**src/rtl/core/otq_pkg.sv**
```systemverilog
// ----------------------------------------------------------------------------
// otq_pkg
// Types, constants and helpers for the ordered timer queue.
// ----------------------------------------------------------------------------
`default_nettype none

package otq_pkg;

   localparam int DEPTH  = 16;
   localparam int TIME_W = 48;
   localparam int ID_W   = 32;
   localparam int DLY_W  = 32;
   localparam int CNT_W  = $clog2(DEPTH + 1);
   localparam int SLP_W  = TIME_W + 1;

   localparam logic [SLP_W-1:0] SLEEP_NONE = {SLP_W{1'b1}};

   localparam logic [1:0] CMD_ADD   = 2'd0;
   localparam logic [1:0] CMD_DEL   = 2'd1;
   localparam logic [1:0] CMD_CHECK = 2'd2;

   typedef enum logic [1:0] {
      ST_DONE,
      ST_FULL,
      ST_NOT_FOUND,
      ST_NONE_DUE
   } status_type;

   typedef enum logic [1:0] {
      OP_NONE,
      OP_INSERT,
      OP_REMOVE
   } op_code_type;

   typedef enum logic [2:0] {
      S_IDLE,
      S_SUM,
      S_SCAN,
      S_APPLY,
      S_FIN
   } state_type;

   typedef struct packed {
      logic              valid;
      logic [TIME_W-1:0] expire;
      logic [ID_W-1:0]   id;
   } entry_type;

   // broadcast to every cell: what to do and the pair it concerns
   typedef struct packed {
      op_code_type       code;
      logic [TIME_W-1:0] key_expire;
      logic [ID_W-1:0]   key_id;
   } op_type;

   localparam entry_type NULL_ENTRY = '{valid: 1'b0, expire: '0, id: '0};

   function automatic logic pair_less(input logic [TIME_W-1:0] ea,
                                      input logic [ID_W-1:0]   ia,
                                      input logic [TIME_W-1:0] eb,
                                      input logic [ID_W-1:0]   ib);
      logic less;
      less = (ea != eb) ? (ea < eb) : (ia < ib);
      return less;
   endfunction

endpackage

`default_nettype wire

```
**src/rtl/core/otq_cell.sv**
```systemverilog
// ----------------------------------------------------------------------------
// otq_cell
// One slot of the sorted chain: holds a timer, inserts or shifts.
// ----------------------------------------------------------------------------
`default_nettype none

module otq_cell (
   input  wire                 clock,
   input  wire                 reset,
   input  otq_pkg::op_type     op,
   input  otq_pkg::entry_type  left_entry,
   input  otq_pkg::entry_type  right_entry,
   input  wire                 left_ins,
   output otq_pkg::entry_type  entry,
   output logic                ins,
   output logic                match
);
   import otq_pkg::*;

   entry_type entry_ff;
   entry_type entry_in;
   logic      geq;

   always_comb begin
      match = entry_ff.valid && (entry_ff.expire == op.key_expire)
              && (entry_ff.id == op.key_id);
      // chain is sorted, so ins is low for a prefix and high after it
      ins = !entry_ff.valid
            || pair_less(op.key_expire, op.key_id, entry_ff.expire, entry_ff.id);
      geq = entry_ff.valid
            && !pair_less(entry_ff.expire, entry_ff.id, op.key_expire, op.key_id);
      entry_in = entry_ff;
      case (op.code)
         OP_INSERT: begin
            if (ins) begin
               if (left_ins) begin
                  entry_in = left_entry;
               end else begin
                  entry_in = '{valid: 1'b1, expire: op.key_expire, id: op.key_id};
               end
            end
         end
         OP_REMOVE: begin
            if (geq) begin
               entry_in = right_entry;
            end
         end
         default: begin
            entry_in = entry_ff;
         end
      endcase
   end

   always_ff @(posedge clock) begin
      if (reset) begin
         entry_ff.valid <= 1'b0;
      end else begin
         entry_ff <= entry_in;
      end
   end

   assign entry = entry_ff;

endmodule

`default_nettype wire

```
**src/rtl/core/otq_chain.sv**
```systemverilog
// ----------------------------------------------------------------------------
// otq_chain
// Row of timer cells kept sorted by expiry, then id, packed to the head.
// ----------------------------------------------------------------------------
`default_nettype none

module otq_chain (
   input  wire                 clock,
   input  wire                 reset,
   input  otq_pkg::op_type     op,
   output otq_pkg::entry_type  head_entry,
   output logic                any_match
);
   import otq_pkg::*;

   entry_type        entries [DEPTH];
   logic [DEPTH-1:0] ins;
   logic [DEPTH-1:0] match;

   for (genvar i = 0; i < DEPTH; i++) begin : g_cell
      entry_type left_e;
      entry_type right_e;
      logic      left_i;

      if (i == 0) begin : g_first
         assign left_e = NULL_ENTRY;
         assign left_i = 1'b0;
      end else begin : g_mid
         assign left_e = entries[i-1];
         assign left_i = ins[i-1];
      end

      if (i == DEPTH - 1) begin : g_last
         assign right_e = NULL_ENTRY;
      end else begin : g_body
         assign right_e = entries[i+1];
      end

      otq_cell u_cell (
         .clock       (clock),
         .reset       (reset),
         .op          (op),
         .left_entry  (left_e),
         .right_entry (right_e),
         .left_ins    (left_i),
         .entry       (entries[i]),
         .ins         (ins[i]),
         .match       (match[i])
      );
   end

   assign head_entry = entries[0];
   assign any_match  = |match;

endmodule

`default_nettype wire

```
**config.mk**
```make
export PLATFORM = sky130hd
export DESIGN_NAME = otq_chain
export DESIGN_NICKNAME = d
export VERILOG_FILES = /design/src/rtl/core/otq_pkg.sv /design/src/rtl/core/otq_cell.sv /design/src/rtl/core/otq_chain.sv
export SDC_FILE = /design/constraint.sdc
export NUM_CORES = 2
export LEC_CHECK = 0
export BUFFER_PORTS_ARGS = -buffer_cell sky130_fd_sc_hd__buf_2
export CORE_UTILIZATION = 59
export CTS_CLUSTER_DIAMETER = 150
export DETAILED_ROUTE_END_ITERATION = 8
export GPL_TIMING_DRIVEN = 0
export PLACE_DENSITY = 0.78
export SLEW_MARGIN = 0
export SYNTH_ARGS = -nofsm -noshare
export SYNTH_HDL_FRONTEND = slang
export SYNTH_HIERARCHICAL = 1
export SYNTH_SLANG_ARGS = --single-unit
```
**constraint.sdc**
```tcl
create_clock -name clock -period 9.8 [get_ports clock]
set_clock_uncertainty 0.1 [all_clocks]
set_input_delay 0.98 -clock clock [delete_from_list [all_inputs] [get_ports clock]]
set_output_delay 0.98 -clock clock [all_outputs]
set_load 0.05 [all_outputs]
```
# Yosys cells after proc, flatten, opt, wreduce, memory -nomap -nowiden
# Cells that the tools add are included.
# op_classes
order_cmp,64
eq_ne,98
n_mux,95
bitwise_logic,1
reduce_logical,130
# ops
op,count
$mux 81,47
$pmux 81 s2,16
$lt 48x48->1,32
$ne 48x48->1,32
$lt 32x32->1,32
$eq 48x48->1,16
$eq 32x32->1,16
$reduce_and 4->1,16
$ne 2x1->1 const B,31
$logic_and 1x1->1,48
$reduce_and 3->1,16
$logic_not 1->1,32
$mux 1,32
$logic_or 1x1->1,16
$reduce_or 16->1,1
$eq 2x1->1 const B,1
$eq 2x2->1 const B,1
$ne 2x2->1 const B,1
$reduce_bool 2->1,1
$not 1->1,1
# word_totals
regBits,1296
input_bits,84
output_inout_bits,82
word_cells,436

# Longest topological paths before layout
# depth
ltp_word,6
depth_mapped,13
ltp_nobuf,12

# Modules after synthesis
# Netlist, hierarchy kept.
# modules_own_cells
mod,instances,cells_each,area_each_um2,seq_area_each_um2
otq_cell,16,647,6193.4,2422.3
otq_chain,1,6,35.0,0.0

# Worst setup path after synthesis
# OpenSTA, ideal clock, no wires.
# synth_path
kind,input to register
startpoint,in op[78] (netlist name)
endpoint,"reg g_cell[0].u_cell.entry_ff, in the netlist g_cell[0].u_cell/entry[0], enable pin"
setup_time_ns,0.637
arrival_time_ns,8.422
t_required_ns,9.063
setup_slack_ns,0.640
cell_stages,9
n_path_buf,0
path_cell_list,inv_1 -> ha_1 -> nand4_2 -> nor4_4 -> nand3_2 -> nor4_2 -> a211oi_2 -> or3_1 -> a211oi_1
# synth_via
elab_chain_cells,6
elab_cells_between_ends,12
cone_classes,order compare: 2; eq/ne: 4; mux: 2; reduce/logical: 4
# synth_lines
element,line,source
start: declaration,otq_chain.sv:10,"input otq_pkg::op_type op,"
$lt 48x48->1 or $ne 48x48->1 (tied branches),otq_pkg.sv:63,less = (ea != eb) ? (ea < eb) : (ia < ib);
$mux 1,otq_pkg.sv:63,
$logic_not 1->1,otq_cell.sv:31,"&& !pair_less(entry_ff.expire, entry_ff.id, op.key_expire, op.key_id);"
$logic_and 1x1->1,otq_cell.sv:31,
$ne 2x1->1 (no source line),--,
$reduce_and 4->1 (no source line) (*),--,
end signal: assignment,otq_cell.sv:58,entry_ff <= entry_in;
end: declaration,otq_cell.sv:20,entry_type entry_ff;
# Every way passes the cells marked *; elsewhere a longest branch is shown, timed or not.
# A chain may end at the register's enable or synchronous reset.

# Final worst setup path
# layout_path
startpoint,in op[45] (netlist name)
endpoint,out any_match
# layout_via
elab_chain_cells,4
elab_cells_between_ends,49
cone_classes,eq/ne: 16; reduce/logical: 33
# layout_lines
element,line,source
$eq 48x48->1,otq_cell.sv:25,match = entry_ff.valid && (entry_ff.expire == op.key_expire)
$logic_and 1x1->1,otq_cell.sv:25,
$logic_and 1x1->1,otq_cell.sv:26,&& (entry_ff.id == op.key_id);
net match[3],otq_chain.sv:18,logic [DEPTH-1:0] match;
$reduce_or 16->1,otq_chain.sv:53,assign any_match = |match;
end: declaration,otq_chain.sv:12,output logic any_match
# The timed path passes the listed nets, and every way through them passes these cells.

==> results.md <==
- The time the worst path needs with I/O delays and setup is 7.101 ns.
- The die is 411.9 um tall.
- The tool flagged a number of max-cap violations equal to 8.
- The average detailed-routed wire length per instance is 23.16 um.
- The type of element launching the critical path is a primary input.
- Data arrives at the worst endpoint at around 6 ns.
- The per-instance average area after synthesis is 9.571 um2.
- The share of the clock period used by the worst path is 0.7246.
- Once placement completed, the tool counted placed cells totaling 12953.
- The number of endpoints failing setup at the final stage is 0.
- The total wirelength of the detailed-routed design is 306400 um.
- The floorplan step defined a die boundary enclosing 169600 um2.
- The worst-case IR drop observed on VDD is 0.1961 mV.
- The DRC marker count from the first detailed-route iteration is approximately 9100.
- The count of pins on the block boundary is ~170.
- Measured along the x axis, the die boundary spans 411.9 um.
- The number of gates resized after CTS was 0.
- The post-CTS setup buffer count is 0.
- The number of hold buffers added after CTS was 0.
- The required time of the critical path is slightly below 9 ns.
- The share of layout cells above drive strength 1 is 0.04955.
- The remaining global-route overflow is 0.
- Summing all placed instances gives a cell area of 104600 um2.
- The count of final max-slew check failures was 20.
- For this design, the sink count on the clock tree is roughly 1300.
- Clock-pin slew was measured on the worst setup and hold paths at 0.06 ns.
- Summing all non-filler instances in the final layout gives an area of around 110000 um2.
- Setup repair after global routing left no endpoint under its margin.
- Overall power consumption after layout is estimated at 16490 uW.
- After floorplanning, the core was sized to cover about 170000 um2.
- During placement, the flow inserted port buffers numbering 165.
- The count of final hold-check violations came to 0.
- Entering global routing, the biggest net connects 33 pins.
- The analysis attributes to cell leakage a power of 0.05306 uW.
- The net count of the finished layout is 12299.
- The total CTS buffers is 150.
- The initial antenna violation count is 21.
- After floorplanning, the core was divided into 150 placement rows.
- The area growth from synthesis to layout is 10.13%.
- The level count of the clock H-tree is 4.
- The run finished, with violations left.
- The post-synthesis cell count is 10357.
- Before CTS, the worst setup slack after placement is 3.105 ns.
- During synthesis, Yosys emitted a total of 6 warnings.
- The worst setup margin is between 2 and 3 ns.
- The count of non-filler cells in the finished layout is roughly 13000.
- STA classifies the critical path endpoint as an output pin.
- The class of the worst hold path is reg -> reg.
- In this run the cell area of the synthesized design comes to 99120 um2.
- No sink is reached through more buffers than the 3 on the longest clock path.
- For this configuration, the core starts out at a cell density of 0.5934.
- For the pin with the worst max-slew slack, the measured transition is between 1.5 and 2 ns.
- In the routed layout, each cell is associated on average with a via count of 6.322.
- The count of nets left with antenna violations once routing finished came out at 0.
- The headroom to the max-slew limit is -0.1439.
- In the final timing run, aggregate negative setup slack is 0 ns.
- The tree is rooted in a clkbuf_16.
- The clock latency at the later pin of the worst-skew pair is 0.81 ns.
- The first detailed-routing pass took 8 iterations.
- The via count is 83658.
- The global-route wire length before repair is 466100 um.
- The congestion estimate from routability-driven global placement came to just over 0.9.
- TritonCTS built the clock tree.
- The wire-length estimate of the detail-placed layout is 242100 um.
- The total power density per cell area is 151.1 nW/um2.
- Static timing analysis puts the maximum clock frequency at around 140 MHz.
- The count of fill cells added during filler insertion is around 13000.
- The register with the most flip-flops in the layout has 1296 of them.
- The critical path in this run is classified as in -> out.
- In the routed design, unresolved DRC markers number 0.
- The final reports fail on max-capacitance violations, max-slew violations.
- The global-route usage over all layers is 0.3522.
- The via count of the first global-routing pass came to 85114.
- Along the worst path, the maximum fanout reaches 32.
cell usage in the layout (no fill, tap or decap), drive strengths merged, types with 31 or more instances in the layout:
master and count:
a21o 112, mux2i 1280, a221o 48, nor3 32, nor2 144, o21a 48, edfxtp 1280, conb 163
nor2b 32, nor4 52, buf 359, inv 1366, o31ai 31, o21ai 1376, a221oi 48, o211ai 32
nand3 160, nand2 1536, ha 1312, a211oi 48, a21oi 480, clkinv 53, clkbuf 506, and4 80
nand4 209
power breakdown:
part | switching (uW) | internal [uW]
registers | 440 | 6740
logic | 2410 | 1510
clock network | 2400 | 3000
worst max-delay path: stages:
cell	delay, ns
buf_2	0.57
inv_1	0.10
ha_1	0.33
and4_1	0.25
nor4bb_1	1.26
nand4_1	0.48
nor4b_1	0.62
and2_1	0.49
nor4_1	0.21
nand4_1	0.32
buf_2	0.33
metal layers:
| layer | vias up | track usage | routed length (um) |
|---|---|---|---|
| li1 | 38211 | - | - |
| met1 | 40729 | 0.4489 | 120500 |
| met2 | 3858 | 0.5998 | 147600 |
| met3 | 848 | 0.05816 | 27950 |
| met4 | 12 | 0.1290 | 10190 |
| met5 | - | 0 | 113 |
layout make-up:
cell class,count,area [um2],area share
buffer,432,1622,0.01485
clock inverter,67,490.5,0.004493
timing repair buffer,232,1939,0.01777
multi-input combinational,7431,54460,0.4989
clock buffer,201,4009,0.03672
antenna,9,22.52,0.0002063
inverter,1360,5105,0.04676
tap,2204,2758,0.02526
sequential,1296,38760,0.3550
per-stage QoR:
stage                     hold WS [ns]    util
after global routing            0.5017  0.6534
final                           0.4746  0.6535
after global placement          0.4553  0.6185
after CTS                       0.4758  0.6532
after floorplan                 0.4251       -
after detailed placement        0.4598  0.6263
path summary, 6_finish.rpt:
check | end | cells past startpoint | slack [ns] | from
worst max-delay path | any_match | 11 | 2.70 | op[45]
worst min-delay path | g_cell[14].u_cell/entry[42]$_DFFE_PP_ | 2 | 0.47 | g_cell[15].u_cell/entry[42]$_DFFE_PP_
worst max register to register | g_cell[2].u_cell/entry[59]$_DFFE_PP_ | 11 | 4.28 | g_cell[1].u_cell/entry[45]$_DFFE_PP_
worst min register to register | g_cell[14].u_cell/entry[42]$_DFFE_PP_ | 2 | 0.47 | g_cell[15].u_cell/entry[42]$_DFFE_PP_
No activity file was read; power rests on OpenSTA's default activity.
